==> src/rtl/core/cbms_pkg.sv <==
// Shared types and constants for the cosine best-match search block.
package cbms_pkg;

	// Default sizes
	localparam int MAX_ENTRIES_DEF = 64;
	localparam int EMBED_LEN_DEF   = 512;

	// Configuration register indexes
	localparam logic [1:0] CFG_ENTRY_COUNT   = 2'd0;
	localparam logic [1:0] CFG_VECTOR_LENGTH = 2'd1;
	localparam logic [1:0] CFG_MATCH_THRESH  = 2'd2;

	// Q1.15 score limits
	localparam logic signed [15:0] SCORE_MIN = 16'sh8000;
	localparam logic signed [15:0] SCORE_MAX = 16'sh7FFF;

	// Input beat
	typedef struct packed {
		logic              kind;
		logic [5:0]        entry;
		logic [8:0]        position;
		logic signed [15:0] value;
		logic              last;
	} in_beat_t;

	// Result beat
	typedef struct packed {
		logic              matched;
		logic [5:0]        best_entry;
		logic signed [15:0] score;
	} res_beat_t;

endpackage

==> src/rtl/core/cbms_score.sv <==
// Iterative scorer: two integer square roots, shift-add product, restoring divide.
module cbms_score import cbms_pkg::*; #(
	parameter int ACC_W = 41
) (
	input  logic                    clk,
	input  logic                    arst_n,
	input  logic                    go,
	input  logic signed [ACC_W-1:0] dot,
	input  logic [ACC_W-1:0]        na,
	input  logic [ACC_W-1:0]        nb,
	output logic                    done,
	output logic signed [15:0]      score
);
	localparam int SQ_W  = ACC_W + (ACC_W % 2);
	localparam int RT_W  = SQ_W / 2;
	localparam int DEN_W = 2 * RT_W;
	localparam int NUM_W = ACC_W + 15;
	localparam int CW    = $clog2(NUM_W + 1);

	localparam logic [2:0] ST_IDLE = 3'd0;
	localparam logic [2:0] ST_SQRT = 3'd1;
	localparam logic [2:0] ST_MUL  = 3'd2;
	localparam logic [2:0] ST_DIV  = 3'd3;

	logic [2:0]       st_q;
	logic [CW-1:0]    cnt_q;
	logic [SQ_W-1:0]  xa_q, ra_q, xb_q, rb_q, bit_q;
	logic [SQ_W-1:0]  xa_n, ra_n, xb_n, rb_n, ta, tb;
	logic             neg_q;
	logic [NUM_W-1:0] num_q, quo_q, quo_n;
	logic [DEN_W-1:0] mcand_q, den_q, den_n;
	logic [RT_W-1:0]  mplr_q;
	logic [DEN_W:0]   rem_q, rem_sh, rem_n;
	logic [ACC_W-1:0] mag;
	logic signed [15:0] sat;

	// One digit of each square root per cycle
	always_comb begin
		ta = ra_q + bit_q;
		tb = rb_q + bit_q;
		if (xa_q >= ta) begin
			xa_n = xa_q - ta;
			ra_n = (ra_q >> 1) + bit_q;
		end else begin
			xa_n = xa_q;
			ra_n = ra_q >> 1;
		end
		if (xb_q >= tb) begin
			xb_n = xb_q - tb;
			rb_n = (rb_q >> 1) + bit_q;
		end else begin
			xb_n = xb_q;
			rb_n = rb_q >> 1;
		end
	end

	// Shift-add product and one quotient bit per cycle
	always_comb begin
		den_n  = mplr_q[0] ? den_q + mcand_q : den_q;
		rem_sh = {rem_q[DEN_W-1:0], num_q[NUM_W-1]};
		if (rem_sh >= {1'b0, den_q}) begin
			rem_n = rem_sh - {1'b0, den_q};
			quo_n = {quo_q[NUM_W-2:0], 1'b1};
		end else begin
			rem_n = rem_sh;
			quo_n = {quo_q[NUM_W-2:0], 1'b0};
		end
		mag = dot[ACC_W-1] ? ACC_W'(-dot) : ACC_W'(dot);
	end

	// Saturate the final quotient into Q1.15
	always_comb begin
		if (neg_q) begin
			sat = (quo_n > NUM_W'(32768)) ? SCORE_MIN : 16'(-quo_n[15:0]);
		end else begin
			sat = (quo_n > NUM_W'(32767)) ? SCORE_MAX : 16'(quo_n[15:0]);
		end
	end

	// Sequencer
	always_ff @(posedge clk or negedge arst_n) begin
		if (!arst_n) begin
			st_q <= ST_IDLE;
			done <= 1'b0;
		end else begin
			done <= 1'b0;
			unique case (st_q)
				ST_IDLE: begin
					if (go) begin
						if (na == '0 || nb == '0) begin
							done <= 1'b1;
						end else begin
							st_q <= ST_SQRT;
						end
					end
				end
				ST_SQRT: begin
					if (cnt_q == '0) begin
						st_q <= ST_MUL;
					end
				end
				ST_MUL: begin
					if (cnt_q == '0) begin
						st_q <= ST_DIV;
					end
				end
				ST_DIV: begin
					if (cnt_q == '0) begin
						st_q <= ST_IDLE;
						done <= 1'b1;
					end
				end
				default: st_q <= ST_IDLE;
			endcase
		end
	end

	// Datapath registers
	always_ff @(posedge clk) begin
		unique case (st_q)
			ST_IDLE: begin
				score   <= SCORE_MIN;
				xa_q    <= SQ_W'(na);
				xb_q    <= SQ_W'(nb);
				ra_q    <= '0;
				rb_q    <= '0;
				bit_q   <= SQ_W'(1) << (SQ_W - 2);
				cnt_q   <= CW'(RT_W - 1);
				neg_q   <= dot[ACC_W-1];
				num_q   <= {mag, 15'd0};
			end
			ST_SQRT: begin
				xa_q  <= xa_n;
				xb_q  <= xb_n;
				ra_q  <= ra_n;
				rb_q  <= rb_n;
				bit_q <= bit_q >> 2;
				cnt_q <= cnt_q - 1'b1;
				if (cnt_q == '0) begin
					mcand_q <= DEN_W'(ra_n[RT_W-1:0]);
					mplr_q  <= rb_n[RT_W-1:0];
					den_q   <= '0;
					cnt_q   <= CW'(RT_W - 1);
				end
			end
			ST_MUL: begin
				den_q   <= den_n;
				mcand_q <= mcand_q << 1;
				mplr_q  <= mplr_q >> 1;
				cnt_q   <= cnt_q - 1'b1;
				if (cnt_q == '0) begin
					rem_q <= '0;
					quo_q <= '0;
					cnt_q <= CW'(NUM_W - 1);
				end
			end
			ST_DIV: begin
				rem_q <= rem_n;
				quo_q <= quo_n;
				num_q <= num_q << 1;
				cnt_q <= cnt_q - 1'b1;
				if (cnt_q == '0) begin
					score <= sat;
				end
			end
			default: cnt_q <= '0;
		endcase
	end
endmodule

==> config.mk <==
export PLATFORM = sky130hd
export DESIGN_NAME = cbms_score
export DESIGN_NICKNAME = d
export VERILOG_FILES = /design/src/rtl/core/cbms_pkg.sv /design/src/rtl/core/cbms_score.sv
export SDC_FILE = /design/constraint.sdc
export NUM_CORES = 1
export LEC_CHECK = 0
export ABC_AREA = 0
export BUFFER_PORTS_ARGS = -buffer_cell sky130_fd_sc_hd__buf_2
export CORE_ASPECT_RATIO = 1.5
export CORE_MARGIN = 5
export CORE_UTILIZATION = 40
export CTS_CLUSTER_SIZE = 24
export DETAILED_ROUTE_END_ITERATION = 10
export PLACE_DENSITY = 0.67
export SYNTH_ARGS = -nofsm -noshare
export SYNTH_HDL_FRONTEND = slang
export SYNTH_SLANG_ARGS = --single-unit
==> constraint.sdc <==
create_clock -name clk -period 9.35 [get_ports clk]
set_input_delay 1.87 -clock clk [delete_from_list [all_inputs] [get_ports clk]]
set_output_delay 1.87 -clock clk [all_outputs]
set_load 0.01 [all_outputs]
; Word-level counts from Yosys, hierarchy flattened
; Cells that the tools add are included.
[totals]
register_bits = 495
latchBits = 0
ramBits = 0
rom_bits = 0
inputBits = 126
output_inout_bits = 17
wordCells = 101
memories = 0
[op_classes]
add_sub_neg = 11
multipliers = 0
n_div = 0
magnitude_cmp = 5
eq_ne = 11
shift = 0
muxes = 42
bitwise_logic = 0
n_reduce_logical = 16
[op_table]
columns = operator, count
row1 = case mux 42 bit (2 select lines), 8
row2 = 2-to-1 mux 42 bit, 9
row3 = adder 42 bit, 3
row4 = subtractor 42 bit, 3
row5 = case mux 56 bit (2 select lines), 1
row6 = case mux 55 bit (2 select lines), 1
row7 = adder 41 x 42 -> 42 bit, 2
row8 = greater-or-equal comparator 42 bit, 2
row9 = logical NOT 41 bit, 2
row10 = 2-to-1 mux 16 bit, 4
row11 = greater-than comparator 56 x 15 -> 1 bit (second input constant), 1
row12 = greater-than comparator 56 x 16 -> 1 bit (second input constant), 1
row13 = 2-to-1 mux 55 bit, 1
row14 = greater-or-equal comparator 43 x 42 -> 1 bit, 1
row15 = case mux 21 bit (2 select lines), 1
row16 = 2-to-1 mux 41 bit, 1
row17 = negation 41 bit, 1
row18 = case mux 16 bit (2 select lines), 1
row19 = case mux 6 bit (4 select lines), 1
row20 = 2-to-1 mux 21 bit, 1
row21 = inequality test 2 bit (second input constant), 8
row22 = negation 16 bit, 1
row23 = 2-to-1 mux 3 bit, 5
row24 = 2-to-1 mux 6 bit, 2
row25 = 13 further kinds, 24

; Logic depth before layout (Yosys ltp)
; Gate-level depths: netlist of run 1.
[depth]
depth_word = 7
depth_mapped = 23

; Worst setup path before layout of run 1
; No wires, ideal clock.
[synth_timing]
kind = reg-to-reg
from = reg st_q[0]
to = reg quo_q[0] (enable)
setup_time_ns = 0.687
arrival_time_ns = 8.104
setup_slack_ns = 0.560
path_stages_with_launch = 6
n_path_buf = 2
synth_period_minus_slack_ns = 8.790
path_cell_list = dfrtp_1 -> ha_1 -> clkbuf_1 -> clkinv_1 -> clkbuf_1 -> o21ai_0
[synth_between]
elab_chain_len = 3
word_cells_on_any_way = 5
classes_between = eq/ne: 3 / reduce/logical: 2
[synth_rtl]
columns = element, line_no
row1 = start: declaration, cbms_score.sv:25  ; logic [2:0] st_q;
row2 = start signal: assignment, cbms_score.sv:83  ; st_q <= ST_IDLE;
row3 = start signal: assignment, cbms_score.sv:93  ; st_q <= ST_SQRT;
row4 = start signal: assignment, cbms_score.sv:99  ; st_q <= ST_MUL;
row5 = equality test 3 x 2 -> 1 bit, cbms_score.sv:120  ; unique case (st_q)
row6 = inequality test 2 bit (no source line) / nonzero test 2 bit (equally long branches), n/a
row7 = AND reduction 2 bit (no source line) (*), n/a
row8 = end signal: assignment, cbms_score.sv:159  ; quo_q <= quo_n;
row9 = end: declaration, cbms_score.sv:30  ; logic [NUM_W-1:0] num_q, quo_q, quo_n;
; Every way passes the cells marked *; elsewhere a longest branch is shown, timed or not.
; A chain may end at the register's enable or synchronous reset.

; Worst setup path after layout of run 1
[layout_timing]
from = reg bit_q[2]
to = reg mcand_q[20], data pin
[layout_between]
elab_chain_len = 5
word_cells_on_any_way = 6
classes_between = add/sub: 2 / order compare: 1 / mux: 3
[layout_rtl]
columns = element, line_no
row1 = start: declaration, cbms_score.sv:27  ; logic [SQ_W-1:0] xa_q, ra_q, xb_q, rb_q, bit_q;
row2 = start signal: assignment, cbms_score.sv:127  ; bit_q <= SQ_W'(1) << (SQ_W - 2);
row3 = start signal: assignment, cbms_score.sv:137  ; bit_q <= bit_q >> 2;
row4 = adder 42 bit, cbms_score.sv:39  ; ta = ra_q + bit_q;
row5 = greater-or-equal comparator 42 bit, cbms_score.sv:41  ; if (xa_q >= ta) begin
row6 = 2-to-1 mux 42 bit (*), cbms_score.sv:41
row7 = 2-to-1 mux 42 bit (*), cbms_score.sv:139  ; if (cnt_q == '0) begin
row8 = case mux 42 bit (2 select lines) (*), cbms_score.sv:120
row9 = end signal: assignment, cbms_score.sv:140  ; mcand_q <= DEN_W'(ra_n[RT_W-1:0]);
row10 = end signal: assignment, cbms_score.sv:148  ; mcand_q <= mcand_q << 1;
row11 = end: declaration, cbms_score.sv:31  ; logic [DEN_W-1:0] mcand_q, den_q, den_n;
; Every way passes the cells marked *; elsewhere a longest branch is shown, timed or not. The select of a mux whose other input is x is not followed.

==> results of run 1 <==
==> per-stage QoR <==
| step | util | hold WS, ns | worst slack [ns] | cell area, um2 |
|---|---|---|---|---|
| finish | 0.443 | 0.480 | 2.49 | 38700 |
| global route | 0.443 | 0.501 | 2.04 | 38700 |
| CTS | 0.443 | 0.484 | 2.55 | 38700 |
| detailed placement | 0.423 | 0.470 | 2.66 | 36900 |
| global placement | 0.423 | 0.474 | 2.73 | 36900 |
| floorplan | - | 0.443 | 0.560 | 35100 |
==> Yosys cell counts, types with 28 or more instances <==
cell / number
or3_1: 38
nor4_1: 51
ha_1: 262
nand3_1: 81
and3_1: 38
and2_1: 134
inv_1: 127
mux2i_1: 28
a21o_1: 107
nand2_1: 352
clkbuf_1: 109
edfxtp_1: 449
nor2b_1: 37
o21bai_1: 54
mux2_2: 72
nor3_1: 76
a31oi_1: 75
xor2_1: 142
o31ai_1: 36
nand2b_1: 36
o21a_1: 34
a21oi_1: 298
a211oi_1: 63
o21ai_0: 245
nand4_1: 53
xnor2_1: 155
nor2_1: 292
==> cells by family after synthesis <==
logic type / synth area share
adder cells (fa/ha/maj): 0.0958
flip-flops: 0.390
multiplexers: 0.0311
XOR/XNOR: 0.0742
buffers and inverters: 0.0305
AO/OA/AOI/OAI: 0.201
AND/OR/NAND/NOR: 0.177
==> routing by layer <==
layer  wire length, um  track usage
met4              4450       0.0844
met1             37500        0.220
met2             48900        0.364
met3              3700       0.0212
met5                 0            0
==> critical path, delay by kind of cell, from the launching register on <==
family | cells | cell delay (ns)
AOI/OAI and AO/OA | 9 | 2.52
and+or+nand+nor | 6 | 1.64
adders and majority gates | 2 | 0.75
buffers and inverters | 2 | 0.69
DFF | 1 | 0.54
muxes | 1 | 0.28
xor gates and xnor gates | 1 | 0.13
==> layout make-up <==
cell class | count | area share
well taps | 1147 | 0.0371
flip-flops and latches | 458 | 0.353
repair buffers | 174 | 0.0246
clock inverters | 36 | 0.0131
clock buffers | 56 | 0.0329
multi-input cells | 3025 | 0.527
inverters | 130 | 0.0127
==> flip-flops by register name, summed over array words and instances, names as in the netlist <==
register,cells
ra_q,42
cnt_q,6
neg_q,1
xb_q,42
xa_q,42
rb_q,42
score,16
num_q,41
bit_q,21
mplr_q,21
den_q,42
quo_q,55
st_q,2
rem_q,42
mcand_q,42
done,1
==> path summary, 6_finish.rpt <==
path                                        startpoint               endpoint  slack, ns
worst max-delay path            bit_q[2]$_SDFFCE_PN0P_  mcand_q[20]$_DFFE_PP_       2.49
worst min-delay path                  cnt_q[0]$_DFF_P_       cnt_q[0]$_DFF_P_       0.48
worst max register to register  bit_q[2]$_SDFFCE_PN0P_  mcand_q[20]$_DFFE_PP_       2.49
worst min register to register        cnt_q[0]$_DFF_P_       cnt_q[0]$_DFF_P_       0.48
max in group asynchronous                       arst_n    st_q[0]$_DFFE_PN0P_       8.23
min in group asynchronous                       arst_n         done$_DFF_PN0_       1.01
==> impl_metrics.json, run 1 <==
{
  "multiInputGateArea_um2": 20400,
  "min_path_cells": 1,
  "drt-initial-drc-count": 1907,
  "cts_setup_buffers": 0,
  "syn_nets": 4148,
  "portBuffers": 142,
  "slew_viol_final": 0,
  "start_util": 0.401,
  "dieWidth_um": 252,
  "relSlewSlack": 0.310,
  "fmax_mhz": 146,
  "die_h_um": 373,
  "worst_r2r_path_depth": 21,
  "hold_viol_final": 0,
  "cts_sinks": 458,
  "ant_nets": 0,
  "cts_resized": 0,
  "cp.arrival_ns": 7.18,
  "crit_slowest_cell": "or4_1",
  "hold_path_class": "flip-flop to flip-flop",
  "vias": 29000,
  "coreArea_um2": 87400,
  "dpl.hpwl_mm": 70.5,
  "status": "finished clean",
  "skew_ns": 0.0551,
  "tns_ns": 0,
  "drive_gt1_frac": 0.103,
  "grt_max_degree": 106,
  "place_congestion": 0.956,
  "min_period_ns": 6.86,
  "ys_warn_count": 0,
  "numCtsBuffers": 50,
  "mostFrequentLayoutCells": "449 x edfxtp_1, 352 x nand2_1, 296 x a21oi_1",
  "yosys.area.top_type": "edfxtp_1",
  "synth_edf_count": 449,
  "async_flop_share": 0.00655,
  "critPathMaxFanout": 24,
  "clock_latency_ns": 0.65,
  "stdcell_count": 5026,
  "synthCells": 3756,
  "synth_area_leaders": "edfxtp_1 38%, ha_1 9.4%, a21oi_1 4.3%",
  "grt_pass1_wl_mm": 149,
  "grt_pass1_vias": 28600,
  "fin_nets": 4231,
  "drc": 0,
  "ys_ff_latch": 458,
  "route.detailed.wl_per_inst_um": 18.8,
  "overflow": 0,
  "seq_area_um2": 13700,
  "worst_slew_pin_slew_ns": 1.03,
  "drv_cap": 0,
  "yosysSeqAreaShare": 0.390,
  "dieArea_um2": 93800,
  "required_ns": 9.67,
  "timing.final.crit_share": 0.734,
  "synthesis.area_um2": 35100,
  "antenna_found_initial": 0,
  "clockBufferDepth": 3,
  "io_pins": 143,
  "cp-start-kind": "flip-flop",
  "layout_commonest_cell": "edfxtp_1",
  "fillers": 8504,
  "finalSetupViolCount": 0,
  "netlist.area_leader.share": 0.385,
  "num_rows": 133,
  "avgSynthCellArea_um2": 9.33,
  "yosysUniqueCellTypes": 91,
  "hold_buffers": 0,
  "clk_pin_slew_ns": 0.07,
  "worstSetupEndpointType": "flip-flop",
  "drt_pass1_iterations": 5,
  "htree_levels": 2,
  "rsz0062_at_grt": "false",
  "cts_tree": "done",
  "worst-setup-path-type": "flip-flop to flip-flop",
  "placed_cells": 4934,
  "cts_root_buf": "clkbuf_16",
  "vias_per_cell": 5.77,
  "grtUsageTotal": 0.193,
  "area_growth_pct": 10.5,
  "wl_mm": 94.5,
  "antennaDiodeCount": 0,
  "ys.flop_type": "edfxtp_1",
  "cp_cell_sequence": "ha_1, nand3_1, a211oi_1, a2111oi_1, o31ai_2, a21boi_1, o31ai_2, a31oi_1, o21ai_0, xnor2_1, ha_1, nand2_1, or4_1, nor4_1, nand3_1, o211ai_1, buf_4, or2_1, buf_4, mux2i_1, o21ai_0",
  "crit_path_max_incr_delay_ns": 0.60
}
Power of run 1 is left out: the tool's default activity adds up to more than one toggle a clock period on the data nets, which glitch-free logic cannot reach.
==> run 2: changes to the inputs <==
- ABC_AREA: 0 -> 1
- clock period: 9.35 -> 5.5 ns (I/O delays scaled with it)
==> run 2 against run 1 <==
Against the previous run: die area rose by 15%; utilization rose by 0.099 points; non-clock buffer count rose by 29; wire length rose by 52%; critical path depth rose by 1; sequential cell count did not move; clock skew rose by 0.0036 ns; largest cell class unchanged; highest routed layer is now met5.
==> impl_metrics.json, run 2 <==
{
  "route.detailed.wl_per_inst_um": 19.5,
  "yosys.area.top_type": "edfxtp_1",
  "ys_warn_count": 0,
  "synthesis.area_um2": 40500,
  "crit_path_max_incr_delay_ns": 0.59,
  "start_util": 0.401,
  "skew_ns": 0.0588,
  "timing.final.crit_share": 0.936,
  "clockBufferDepth": 3,
  "rsz0062_at_grt": "false",
  "drt-initial-drc-count": 2629,
  "grtUsageTotal": 0.256,
  "critPathMaxFanout": 42,
  "cts_tree": "done",
  "worstSetupEndpointType": "flip-flop",
  "overflow": 0,
  "netlist.area_leader.share": 0.333,
  "die_h_um": 400,
  "mostFrequentLayoutCells": "1493 x nand2_1, 867 x inv_1, 690 x nor2_1",
  "pre_cts_slack_ns": 0.293,
  "vias": 39600,
  "status": "finished clean",
  "wl_mm": 144,
  "fmax_mhz": 194,
  "worstPathBufferInverterCount": 3,
  "drv_cap": 0,
  "dieArea_um2": 108000,
  "grt_pass1_vias": 39800,
  "relSlewSlack": 0.201,
  "cp.arrival_ns": 5.47,
  "num_rows": 143,
  "grt_max_degree": 94,
  "numCtsBuffers": 52,
  "hold_buffers": 0,
  "drive_gt1_frac": 0.0650,
  "crit_family": "simple AND/OR/NAND/NOR gates",
  "io_pins": 143,
  "finalSetupViolCount": 0,
  "grt_pass1_wl_mm": 218,
  "largest_reg_flops": 55,
  "tns_ns": 0,
  "place_congestion": 1.05,
  "required_ns": 5.83,
  "fin_ws_ns": 0.355,
  "ant_nets": 0,
  "dpl.hpwl_mm": 116,
  "cts_sinks": 458,
  "clk_pin_slew_ns": 0.07,
  "vias_per_cell": 5.39,
  "antennaDiodeCount": 0,
  "cp-start-kind": "flip-flop",
  "clock_latency_ns": 0.68,
  "antenna_found_initial": 2,
  "drc": 0,
  "avgSynthCellArea_um2": 6.93,
  "worst_slew_pin_slew_ns": 1.20,
  "worst-setup-path-type": "flip-flop to flip-flop",
  "coreArea_um2": 101000,
  "top_register": "quo_q",
  "layout_commonest_cell": "nand2_1",
  "synth_area_leaders": "edfxtp_1 33%, nand2_1 14%, ha_1 8.1%",
  "ys_ff_latch": 458,
  "synthCells": 5847,
  "final_cell_area_um2": 44800,
  "synth_most_common_cell": "nand2_1",
  "ys.flop_type": "edfxtp_1",
  "crit_slowest_cell": "edfxtp_1",
  "cp_common_cell": "nand2_1",
  "portBuffers": 142,
  "async_flop_share": 0.00655,
  "yosysUniqueCellTypes": 60,
  "hold_path_class": "input pin to async pin",
  "reg2reg_setup_slack_ns": 0.35,
  "area_growth_pct": 10.7,
  "drt_pass1_iterations": 7,
  "synth_edf_count": 449,
  "fillers": 10500,
  "min_period_ns": 5.15,
  "hold_viol_final": 0,
  "slew_viol_final": 0,
  "htree_levels": 2,
  "placed_area_um2": 43000,
  "syn_nets": 6239,
  "cts_root_buf": "clkbuf_16",
  "cp_cell_sequence": "ha_1, nand2_1, nor2_1, a21oi_1, inv_1, a21oi_1, o21ai_0, nand2_1, nand2_1, nand2_1, nand2_1, xor2_1, ha_1, nand2_1, nor2_1, inv_1, nor3_2, nand3_4, nand4_4, nand2_1, o21ai_4, buf_12",
  "dieWidth_um": 270,
  "yosys-top-cells-count": "1494 x nand2_1, 870 x inv_1, 690 x nor2_1",
  "fin_nets": 6392,
  "yosysSeqAreaShare": 0.338
}
## run 2: changes by cell type after synthesis, moves of 41 or more
cell and delta:
a211oi_1 -57, a21o_1 -85, a21oi_1 +124, and2_1 -100
clkbuf_1 -41, inv_1 +743, mux2_2 -72, nand2_1 +1142
nand3_1 +200, nor2_1 +398, o21ai_0 +180, o21ai_1 +65
xnor2_1 -68
## run 2: timing repair
action	in CTS	in global routing
setup endpoints to repair	0	106
resized for setup	0	2
buffers inserted	0	2
## run 2: cell type report
cell class,count,area (um2),area share
clock buffers,60,1370,0.0306
clock inverters,36,480,0.0107
inverters,879,3300,0.0737
multi-input cells,4406,23100,0.516
flip-flops and latches,458,13700,0.305
well taps,1305,1630,0.0364
repair buffers,203,1240,0.0277
## run 2: cells by family (layout without fill, tap and decap cells)
group | after synthesis | count (layout) | synth area share
adder cells (fa/ha/maj) | 266 | 266 | 0.0829
buffers and inverters | 983 | 1178 | 0.0940
AO/OA/AOI/OAI | 1117 | 1117 | 0.150
XOR/XNOR | 203 | 203 | 0.0439
AND/OR/NAND/NOR | 2820 | 2820 | 0.291
flip-flops | 458 | 458 | 0.338
## run 2: metrics by stage
| step | instances | util | hold slack [ns] |
|---|---|---|---|
| after floorplan | 5847 | - | 0.404 |
| after global placement | 7249 | 0.426 | 0.415 |
| after detailed placement | 7249 | 0.426 | 0.421 |
| after CTS | 7345 | 0.444 | 0.178 |
| after global routing | 7347 | 0.444 | 0.201 |
| final | 7347 | 0.444 | 0.218 |
## run 2: layer usage
metal | global-route usage | share of wire | routed length, um
met4 | 0.176 | 0.083 | 11900
met5 | 0 | 0.00012 | 17
met3 | 0.0238 | 0.040 | 5790
met1 | 0.270 | 0.37 | 53200
met2 | 0.481 | 0.51 | 72600
## run 2: final timing paths
| check | start | endpoint | depth (start not counted) |
|---|---|---|---|
| max | bit_q[4]$_SDFFCE_PN0P_ | xb_q[0]$_DFFE_PP_ | 22 |
| min | arst_n | st_q[1]$_DFFE_PN0P_ | 1 |
| max reg2reg | bit_q[4]$_SDFFCE_PN0P_ | xb_q[0]$_DFFE_PP_ | 22 |
| min reg2reg | cnt_q[0]$_DFF_P_ | cnt_q[0]$_DFF_P_ | 1 |
| max in group asynchronous | arst_n | done$_DFF_PN0_ | 1 |
| min in group clk | cnt_q[0]$_DFF_P_ | cnt_q[0]$_DFF_P_ | 1 |
Power of run 2 is left out for the same reason.
